`src/design/rvsc_ram.sv`:
```
// Generic single-write, single-read RAM with a registered read port.
// Used for the register file copies and the data memory byte lanes; no dependencies.
module rvsc_ram #(
    parameter int WIDTH = 32,
    parameter int DEPTH = 32
) (
    input  logic                     clk,
    input  logic                     we,
    input  logic [$clog2(DEPTH)-1:0] waddr,
    input  logic [WIDTH-1:0]         wdata,
    input  logic                     re,
    input  logic [$clog2(DEPTH)-1:0] raddr,
    output logic [WIDTH-1:0]         rdata
);

    logic [WIDTH-1:0] mem [DEPTH];

    always_ff @(posedge clk)
    begin
        if (we)
        begin
            mem[waddr] <= wdata;
        end
        if (re)
        begin
            rdata <= mem[raddr];
        end
    end

endmodule

```
`config.mk`:
```
export PLATFORM = sky130hd
export DESIGN_NAME = rvsc_ram
export DESIGN_NICKNAME = d
export VERILOG_FILES = /design/src/design/rvsc_ram.sv
export SDC_FILE = /design/constraint.sdc
export NUM_CORES = 1
export LEC_CHECK = 0
export BUFFER_PORTS_ARGS = -buffer_cell sky130_fd_sc_hd__clkbuf_2
export CAP_MARGIN = 20
export CORE_MARGIN = 4
export CORE_UTILIZATION = 25
export CTS_CLUSTER_DIAMETER = 50
export DETAILED_ROUTE_END_ITERATION = 8
export GPL_TIMING_DRIVEN = 1
export SLEW_MARGIN = 20
export SYNTH_ARGS = -nofsm -noshare
export SYNTH_HDL_FRONTEND = slang
export SYNTH_SLANG_ARGS = --single-unit
```
`constraint.sdc`:
```
create_clock -name clk -period 3.83 [get_ports clk]
set_input_delay 0.383 -clock clk [delete_from_list [all_inputs] [get_ports clk]]
set_output_delay 0.383 -clock clk [all_outputs]
set_load 0.05 [all_outputs]
```
==> summary.txt <==
Logic synthesis
  – Mapped cell area: 40800 um2
  – Synth top area cells: edfxtp_1 78%, mux2i_1 13%, a22oi_1 1.8%, a22o_1 1.4%, nand3_1 1.2%
  – Ys async rst share: 0
  – Synthesized Nets: 2305
  – Count of warnings emitted by yosys: 0
  – Post-synthesis register bit count: 1056
  – Count leader, synth: edfxtp_1
  – Main synth FF type: edfxtp_1
  – Post-Syn Instances: 2260
  – Biggest area consumer among synthesized cells: edfxtp_1
  – Unique masters post-synth: 24
  – Sequential area share after synthesis: 0.777
  – Post-synth EDFFs: 1056
  – Mean post-synth cell area: 18.1 um2
  – Share of the synthesized area in the top cell type: 0.777
  – Top cells by count, synth: 1056 x edfxtp_1, 512 x mux2i_1, 98 x nand2_1, 98 x nand3_1

Route
  – Via density: 4.51
  – Final WL: 106000 um
  – DRC errors left: 0
  – Wire per inst: 22.6 um
  – Vias: 21128
  – Post-DRT Antenna Nets: 0
  – Initial DRC count: 2046
  – DRT Pass-1 Iters: 5

Power and ir drop
  – Clk pwr share: 0.420
  – Int Pwr: 19400 uW
  – Leak: 0.0162 uW
  – Logic pwr share: 0.053
  – Switch share: 0.214
  – Power per Cell Area: 513 nW/um2
  – Maximum vdd drop: 0.347 mV
  – Reg power frac: 0.527
  – P_sw: 5260 uW

Critical path
  – WS Path Type: register to output pin
  – CP peak stage delay: 580 ps
  – Crit path max fanout: 1
  – Critical path required time: 3450 ps
  – Worst Path Buf+Inv: 1
  – Kind of cell adding the most delay to the critical path: flip-flops
  – Slowest cell on crit path: edfxtp_1
  – Arr. time, crit path: 1630 ps
  – Worst Setup End Kind: output pin
  – Critical path, cell by cell: clkbuf_2
  – CP startpoint kind: register

Timing
  – Worst slew pin tran: 934 ps
  – Worst Clk Skew: 32.5 ps
  – Headroom to the max-slew limit: 0.377
  – Setup Total Neg Slack: 0 ps
  – Final-report hold violation count: 0
  – Crit share post-route: 0.526
  – Peak Freq: 0.496 GHz
  – Tmin final: 2020 ps
  – Finish-stage setup viols: 0
  – RSZ-0062 raised after global routing: no
  – Fin worst setup slack: 1810 ps
  – Slew Limit Fails: 0
  – Hold Worst Slack: 319 ps

Die
  – Boundary Pins: 77
  – Die W: 412 um
  – Core Area: 162000 um2
  – Die Ht: 412 um
  – Row Count: 148
  – Starting density of the core: 0.251
  – Die ar.: 170000 um2

CTS
  – Num CTS Buffers: 110
  – Clk buf depth: 3
  – Clock latency at the later pin of the worst-skew pair: 690 ps
  – CTS tree: built
  – Number of H-tree levels: 3
  – Clock-pin slew on the worst setup and hold paths: 60 ps
  – Post_cts resized: 0
  – Hold Buf Count CTS: 0
  – Postcts setup bufs: 0
  – Root buffer cell: clkbuf_16
  – Clock net sink count: 1056

Run
  – Max-cap violations: 0

Layout
  – Nets: 2457
  – Core Util, Final: 0.296
  – Area grow syn2layout: 17.7%
  – Fillers: 15896
  – Share of layout cells above drive strength 1: 0.145
  – Reg area: 31700 um2
  – Area of the multi-input gates: 8610 um2
  – Non-Filler Instances: 4685

Placed design
  – Detail Placement HPWL: 60800 um
  – Pre-CTS worst setup slack: 1210 ps
  – Cells after DPL: 4475
  – Port Buffers: 76
  – Placer congestion estimate: 0.746

GRT
  – Global Route Usage Sum: 0.122
  – Global-route wire length before repair: 152000 um
  – Antenna violations before repair: 12
  – Final global-route overflow total: 0
  – Vias in the first global route: 21073
  – Pin count of the biggest net entering global routing: 69

Outcome
  – Status: finished, final reports clean

Hold path
  – Hold crit path type: input pin to register
[cell usage in the layout, fill, tap and decap left out, types with 33 or more instances in the layout]
| master | n |
|---|---|
| mux2i_1 | 512 |
| a22o_1 | 64 |
| nand3_1 | 98 |
| clkbuf_16 | 113 |
| nor2_4 | 33 |
| nand2_1 | 97 |
| buf_4 | 60 |
| a22oi_1 | 96 |
| edfxtp_1 | 1056 |
| clkbuf_2 | 75 |
| a21oi_1 | 96 |
[cell families after synthesis]
kind of cell | share of synthesized area
buffers and inverters | 0.0185
DFF | 0.777
and+or+nand+nor | 0.0308
AOI/OAI and AO/OA | 0.0481
muxes | 0.126
[stage by stage]
| step | area [um2] | power (uW) |
|---|---|---|
| after floorplan | 40800 | 14000 |
| after global placement | 44500 | 14500 |
| after detailed placement | 44500 | 14600 |
| after CTS | 48000 | 24800 |
| after global routing | 48000 | 25400 |
| final | 48000 | 24600 |
[layer usage]
metal,track usage,routed length (um)
met1,0.164,45700
met2,0.203,51400
met5,0,21
met4,0.0324,2360
met3,0.0227,6380
[power by group through the flow]
| stage | combinational [uW] | sequential, uW | clock [uW] |
|---|---|---|---|
| 2_1_floorplan | 664 | 13300 | 0 |
| 3_3_place_gp | 1310 | 13200 | 0 |
| 3_5_place_dp | 1330 | 13200 | 0 |
| 4_1_cts | 1330 | 13000 | 10500 |
| 5_1_grt | 1410 | 13000 | 11000 |
| 6_report | 1310 | 13000 | 10300 |
[final timing paths]
path	end	startpoint	slack, ps	depth (start not counted)
max	rdata[27]	rdata[27]	1810	1
min reg2reg	rdata[12]	mem[27][12]	670	4
min	mem[21][21]	wdata[21]	320	1
max reg2reg	rdata[10]	mem[5][10]	2240	5
[registers in the layout, indices dropped and copies added, names as in the netlist]
register	cells
mem	1024
rdata	32
[cell type report]
type / instances / area share
multi-input cells: 1077 / 0.179
flip-flops and latches: 1056 / 0.660
clock buffers: 140 / 0.0610
repair buffers: 167 / 0.0304
diodes: 6 / 0.000313
well taps: 2175 / 0.0567
clock inverters: 64 / 0.0123
No activity file was read; power rests on OpenSTA's default activity.
