**src/design/rvsc_pkg.sv**
```systemverilog
// Package for the RV32I subset core: memory sizing, instruction field codes and
// the structures passed between the execute stage, the data memory and the top level.
// Depends on nothing.
package rvsc_pkg;

    localparam int DATA_MEM_BYTES = 4096;
    localparam int DMEM_AW        = $clog2(DATA_MEM_BYTES);
    localparam int DMEM_ROWS      = DATA_MEM_BYTES / 4;
    localparam int DMEM_ROW_W     = DMEM_AW - 2;
    localparam int RF_DEPTH       = 32;
    localparam int CLR_LEN        = (DMEM_ROWS > RF_DEPTH) ? DMEM_ROWS : RF_DEPTH;
    localparam int CLR_W          = $clog2(CLR_LEN);

    localparam logic [6:0] OPC_OP     = 7'h33;
    localparam logic [6:0] OPC_OPIMM  = 7'h13;
    localparam logic [6:0] OPC_LOAD   = 7'h03;
    localparam logic [6:0] OPC_STORE  = 7'h23;
    localparam logic [6:0] OPC_BRANCH = 7'h63;
    localparam logic [6:0] OPC_JALR   = 7'h67;

    localparam logic [2:0] F3_ADD  = 3'd0;
    localparam logic [2:0] F3_XOR  = 3'd4;
    localparam logic [2:0] F3_SR   = 3'd5;
    localparam logic [2:0] F3_AND  = 3'd7;
    localparam logic [2:0] F3_WORD = 3'd2;
    localparam logic [2:0] F3_BLT  = 3'd4;
    localparam logic [2:0] F3_JALR = 3'd0;

    localparam logic [6:0] F7_BASE = 7'h00;
    localparam logic [6:0] F7_ALT  = 7'h20;

    localparam logic [4:0] X0_IDX = 5'd0;
    localparam logic [4:0] A0_IDX = 5'd10;
    localparam logic [4:0] A1_IDX = 5'd11;

    typedef struct packed {
        logic [31:0] npc;
        logic        halt;
        logic        bad;
        logic        wr;
        logic [4:0]  didx;
        logic [31:0] val;
        logic        load;
        logic        store;
        logic [31:0] maddr;
    } ex_res_t;

    typedef struct packed {
        logic               wr;
        logic               rd;
        logic [DMEM_AW-1:0] addr;
        logic [31:0]        data;
    } dmem_req_t;

endpackage

```
**src/design/rvsc_exec.sv**
```systemverilog
// Execute logic of the RV32I subset core: decode, ALU, branch compare and
// address generation for one instruction. Depends on rvsc_pkg.
module rvsc_exec
    import rvsc_pkg::*;
(
    input  logic [31:0] inst,
    input  logic [31:0] pc,
    input  logic [31:0] rs1_val,
    input  logic [31:0] rs2_val,
    output ex_res_t     res
);

    logic [6:0]  opc;
    logic [4:0]  rd;
    logic [2:0]  f3;
    logic [6:0]  f7;
    logic [31:0] imm_i;
    logic [31:0] imm_s;
    logic [31:0] imm_b;
    logic [31:0] sum_i;
    logic [31:0] alu;
    logic [31:0] npc;
    logic [31:0] maddr;
    logic        halt;
    logic        bad;
    logic        wcls;
    logic        load;
    logic        store;

    assign opc   = inst[6:0];
    assign rd    = inst[11:7];
    assign f3    = inst[14:12];
    assign f7    = inst[31:25];
    assign imm_i = {{20{inst[31]}}, inst[31:20]};
    assign imm_s = {{20{inst[31]}}, inst[31:25], inst[11:7]};
    assign imm_b = {{20{inst[31]}}, inst[7], inst[30:25], inst[11:8], 1'b0};
    assign sum_i = rs1_val + imm_i;

    always_comb
    begin
        npc   = pc + 32'd4;
        halt  = 1'b0;
        bad   = 1'b0;
        wcls  = 1'b0;
        alu   = '0;
        load  = 1'b0;
        store = 1'b0;
        maddr = sum_i;
        priority if (inst == 32'd0)
        begin
            halt = 1'b1;
        end
        else if (opc == OPC_OP)
        begin
            wcls = 1'b1;
            priority if (f3 == F3_ADD && f7 == F7_BASE)
            begin
                alu = rs1_val + rs2_val;
            end
            else if (f3 == F3_ADD && f7 == F7_ALT)
            begin
                alu = rs1_val - rs2_val;
            end
            else if (f3 == F3_XOR && f7 == F7_BASE)
            begin
                alu = rs1_val ^ rs2_val;
            end
            else if (f3 == F3_SR && f7 == F7_ALT)
            begin
                alu = $unsigned($signed(rs1_val) >>> rs2_val[4:0]);
            end
            else
            begin
                wcls = 1'b0;
                bad  = 1'b1;
            end
        end
        else if (opc == OPC_OPIMM)
        begin
            wcls = 1'b1;
            priority if (f3 == F3_ADD)
            begin
                alu = sum_i;
            end
            else if (f3 == F3_AND)
            begin
                alu = rs1_val & imm_i;
            end
            else
            begin
                wcls = 1'b0;
                bad  = 1'b1;
            end
        end
        else if (opc == OPC_LOAD && f3 == F3_WORD)
        begin
            load = 1'b1;
            wcls = 1'b1;
        end
        else if (opc == OPC_STORE && f3 == F3_WORD)
        begin
            store = 1'b1;
            maddr = rs1_val + imm_s;
        end
        else if (opc == OPC_BRANCH && f3 == F3_BLT)
        begin
            if ($signed(rs1_val) < $signed(rs2_val))
            begin
                npc = pc + imm_b;
            end
        end
        else if (opc == OPC_JALR && f3 == F3_JALR)
        begin
            wcls = 1'b1;
            alu  = pc + 32'd4;
            npc  = {sum_i[31:1], 1'b0};
        end
        else
        begin
            bad = 1'b1;
        end
    end

    always_comb
    begin
        res       = '0;
        res.npc   = npc;
        res.halt  = halt;
        res.bad   = bad;
        res.wr    = wcls && (rd != X0_IDX);
        res.didx  = wcls ? rd : X0_IDX;
        res.val   = (wcls && (rd != X0_IDX) && !load) ? alu : '0;
        res.load  = load;
        res.store = store;
        res.maddr = maddr;
    end

endmodule

```
**config.mk**
```make
export PLATFORM = sky130hd
export DESIGN_NAME = rvsc_exec
export DESIGN_NICKNAME = d
export VERILOG_FILES = /design/src/design/rvsc_pkg.sv /design/src/design/rvsc_exec.sv
export SDC_FILE = /design/constraint.sdc
export NUM_CORES = 1
export LEC_CHECK = 0
export ABC_AREA = 1
export BUFFER_PORTS_ARGS = -buffer_cell sky130_fd_sc_hd__buf_2
export CORE_MARGIN = 2
export CORE_UTILIZATION = 56
export DETAILED_ROUTE_END_ITERATION = 10
export PLACE_DENSITY = 0.8
export RECOVER_POWER = 50
export SLEW_MARGIN = 10
export SYNTH_ARGS = -nofsm -noshare
export SYNTH_HDL_FRONTEND = slang
export SYNTH_SLANG_ARGS = --single-unit
```
**constraint.sdc**
```tcl
create_clock -name vclk -period 2.9
set_clock_uncertainty 0.1 [all_clocks]
set_input_delay 0.29 -clock vclk [all_inputs]
set_output_delay 0.29 -clock vclk [all_outputs]
set_load 0.02 [all_outputs]
```
==> summary.md, run 1 <==
| Metric | Value |
|---|---|
| Initial Util | `57.05%` |
| Die width | `172.5 µm` |
| Yosys top cell area share | `29.19%` |
| Floorplan row count | `61` |
| Worst_ep grt | `res[95]` |
| Sequential share of the synthesized area | `0%` |
| Die height | `172.5 µm` |
| Distinct cell type count after synthesis | `between 40 and 50` |
| Stop err | `[ERROR GRT-0232] Routing congestion too high. Check the congestion heatmap in the GUI.` |
| Post-synthesis instance area | `~16,000 µm²` |
| Synth area leaders | `nand2_1, nand3_1, inv_1` |
| I/O Pins | `234` |
| Largest net degree at the start of global routing | `38` |
| Total gr overflow | `19` |
| Type of pin the worst path ends at | `top-level output` |
| Area leader, netlist | `nand2_1` |
| Global Route Usage Sum | `roughly four fifths` |
| Synthesized area per cell | `4.740 µm²` |
| HPWL Detailed | `66,500 µm` |
| Setup WS pre-CTS | `-0.3546 ns` |
| Status | `did not finish` |
| Stopping stage | `5_1_grt` |
| Synth warn | `0` |
| Synthesized net count | `around 3.6k` |
| RD Place Congestion | `between 1 and 1.5` |
| Syn Inst Count | `3,353` |
| I/O Buffers | `234` |
| Cell Area, Placed | `20,770 µm²` |
logic make-up after synthesis:
kind of cell	count (synthesis)	share of synthesized area, %
multiplexers	1	0.06298
buffers and inverters	633	15.51
AO/OA/AOI/OAI	443	14.96
AND/OR/NAND/NOR	2064	54.33
XOR/XNOR	76	4.188
adder cells (fa/ha/maj)	136	10.94
per-layer routing:
layer  GRT overflow  GRT usage (%)
met5              0          54.09
met3              2          67.80
met1              3          82.89
met4              8          63.87
met2              6          89.36
synth_stat cells (3+ instances only):
cell and number:
a21o_1 6, a21oi_1 179, a31oi_1 3, and2_1 10, buf_1 11, buf_2 33, buf_4 9, clkbuf_1 52
clkinv_1 5, fa_1 5, ha_1 131, inv_1 514, inv_2 6, nand2_1 1236, nand2_2 11, nand3_1 396
nand3_2 5, nand3b_1 3, nand4_1 37, nor2_1 280, nor2_2 14, nor3_1 42, nor4_1 9, nor4_2 3
o211ai_1 20, o21ai_0 189, o21ai_1 3, o21bai_1 13, o22ai_1 19, or2_2 11, xnor2_1 22, xor2_1 54
metrics by stage:
step	setup TNS, ns	cells
4_1_cts	-2.746	4336
3_5_place_dp	-12.55	4320
3_3_place_gp	-8.392	4320
2_1_floorplan	0	3353
what timing repair did:
action	in CTS
endpoints found under the setup margin	69
setup buffers	13
gates cloned	3
hold buffers	0
gates resized for setup	193
pin swaps	50
==> run 2, diff against run 1 <==
--- a/config.mk
+++ b/config.mk
@@ -8,9 +8,9 @@
 export ABC_AREA = 1
 export BUFFER_PORTS_ARGS = -buffer_cell sky130_fd_sc_hd__buf_2
 export CORE_MARGIN = 2
-export CORE_UTILIZATION = 56
+export CORE_UTILIZATION = 40
 export DETAILED_ROUTE_END_ITERATION = 10
-export PLACE_DENSITY = 0.8
+export PLACE_DENSITY_LB_ADDON = 0.15
 export RECOVER_POWER = 50
 export SLEW_MARGIN = 10
 export SYNTH_ARGS = -nofsm -noshare
==> constraint.sdc (replaced) <==
create_clock -name vclk -period 3.77
set_clock_uncertainty 0.1 [all_clocks]
set_input_delay 0.377 -clock vclk [all_inputs]
set_output_delay 0.377 -clock vclk [all_outputs]
set_load 0.02 [all_outputs]
==> summary.md, run 2 <==
| Metric | Value |
|---|---|
| Final period util | `96.60%` |
| Core region area | `39,460 µm²` |
| Total gr overflow | `0` |
| Cell family with most CP delay | `buffers and inverters` |
| Most frequent cells in the layout | `nand2_1, inv_1, nand3_1` |
| Vias/cell | `5.515` |
| Slew HR | `43.01%` |
| CP max stage cell | `clkinv_1` |
| ANT nets after route | `0` |
| Synth warn | `0 (unchanged)` |
| Main combinational cell family by area after synthesis | `simple AND/OR/NAND/NOR gates (unchanged)` |
| Status | `completed (was did not finish)` |
| Global Route Usage Sum | `39.47%` |
| I/O Pins | `234 (unchanged)` |
| Setup-failing EPs final | `0` |
| Commonest non-fill, non-tap cell in the layout | `nand2_1` |
| CP Class | `in2out` |
| Maxcap violations | `0` |
| Die width | `203.3 µm (was 172.5 µm)` |
| Met1 usage | `49.70%` |
| Synthesized-area fraction occupied by adder cells | `10.94% (unchanged)` |
| Met3 Use GR | `5.625%` |
| Total wire length | `84,660 µm` |
| Layout area overhead | `12.49%` |
| Max Slew Vio Count | `0` |
| Post-Synth XOR/XNOR Area | `4.188% (unchanged)` |
| Worst Setup End Kind | `output port` |
| GR peak layer | `met2` |
| DRC errors left | `0` |
| I/O Buffers | `234 (unchanged)` |
| Seq_cells | `0` |
| Hold endpoint | `res[70]` |
| Crit path required time | `between 3 and 4 ns` |
| Count leader, synth | `nand2_1 (unchanged)` |
| Distinct cell type count after synthesis | `49 (unchanged)` |
| Setup TNS Final | `0 ns` |
| Syn Inst Count | `3,353 (unchanged)` |
| RSZ-0062 raised after global routing | `false` |
| Crit-path most repeated cell | `nand2_1` |
| Via count | `roughly 23k` |
| Fmax | `274.6 MHz` |
| Worst slew pin tran | `0.8549 ns` |
| Hold Startpoint | `inst[11]` |
| Critical-path cell list | `buf_2 -> nor3_1 -> buf_4 -> nand3_1 -> buf_4 -> clkinv_1 -> nand3_1 -> nand2_1 -> nand2_1 -> nand2_1 -> nor2_1 -> clkbuf_1` |
| CP bufs+invs | `5` |
| Post-synthesis mux area share | `0.06298% (unchanged)` |
| CP Max Fanout | `16` |
| Hold-fix buffer count after cts | `0 (unchanged)` |
| Yosys top cell area share | `29.19% (unchanged)` |
| Crit path DAT | `3.16 ns` |
| Fin Hold WS | `1.033 ns` |
| Hold Vio Cnt, Final | `0` |
| Final #Nets | `3,834` |
| Die height | `203.3 µm (was 172.5 µm)` |
| Synthesized area per cell | `4.740 µm² (unchanged)` |
| Largest net degree at the start of global routing | `38` |
| Clkbuf count | `0` |
| Synth Area in Compound Gates | `14.96% (unchanged)` |
| Reg area | `0 µm²` |
| DR iter-0 viols | `roughly 2.4k` |
| Hold WC Path Type | `in2out` |
| Met2 Resource Use GR | `65.65%` |
| Area leader, netlist | `nand2_1 (unchanged)` |
| RD Place Congestion | `1.036 (was 1.154)` |
| First-pass GRT wire length | `125,200 µm` |
| Synthesized net count | `3,617 (unchanged)` |
| Setup crit start | `inst[31]` |
| Critical Path Start Type | `input port` |
| Post-Synth Simple-Gate Area | `54.33% (unchanged)` |
| Share of cells above drive strength 1 | `roughly a tenth` |
| Floorplan row count | `73 (was 61)` |
| HPWL Detailed | `72,330 µm (was 66,500 µm)` |
| Drt first pass iters | `6` |
| Worst path max stage delay | `0.58 ns` |
| Post-synthesis instance area | `15,890 µm² (unchanged)` |
| List of most frequent post-synthesis cells | `nand2_1, inv_1, nand3_1 (unchanged)` |
| Worst hold stages | `4` |
| Vias in the first global route | `between 20k and 25k` |
| Initial Util | `40.28% (was 57.05%)` |
| DIE AREA | `41,350 µm²` |
| Synth area leaders | `nand2_1, nand3_1, inv_1 (unchanged)` |
| Post-layout min period | `3.642 ns` |
| Initial antenna violation count | `1` |
| Avg WL per Cell | `20.67 µm` |
| Sequential share of the synthesized area | `0% (unchanged)` |
==> run 2: cell counts after synthesis <==
No cell type changed its count.
==> run 2: area by class of cell <==
class              instances  area (µm²)
fillers                 4875       21580
multi-input cells       2720       13420
inverters                526        1976
repair buffers           322        1822
well taps                525       656.9
diodes                     3       7.507
==> run 2: cell families (layout without fill, tap and decap cells) <==
kind of cell	Yosys count	after routing
compound gates	443	443
xor+xnor	76	76
fa+ha+maj	136	136
mux	1	1
other cells	0	3
simple gates	2064	2064
buf+inv	633	848
==> run 2: layer usage <==
metal | up-vias | share of wire, %
met5 | - | 0.015
met4 | 2 | 6.1
met3 | 246 | 9.0
met2 | 1143 | 44
met1 | 10092 | 41
li1 | 11106 | -
==> run 2: worst max path at each step <==
stage,end,slack [ns],cells past startpoint
after global routing,res[46],0.002,14
after CTS,res[45],0.22,15
final,res[41],0.13,12
after floorplan,res[105],0.64,20
after global placement,res[17],0.25,13
after detailed placement,res[45],0.23,15
==> run 2: per-stage QoR <==
stage | utilization, % | area, µm² | instances | setup slack (ns)
2_1_floorplan | - | 15890 | 3353 | 0.6392
3_3_place_gp | 45.52 | 17960 | 4093 | 0.2487
3_5_place_dp | 45.52 | 17960 | 4093 | 0.2259
4_1_cts | 45.52 | 17960 | 4093 | 0.2187
5_1_grt | 45.29 | 17870 | 4093 | 0.001523
6_report | 45.31 | 17880 | 4096 | 0.1283
==> run 2: timing repair <==
item	4_1_cts	5_1_grt
endpoints found under the setup margin	0	7
buffers inserted	0	0
resized for setup	0	3
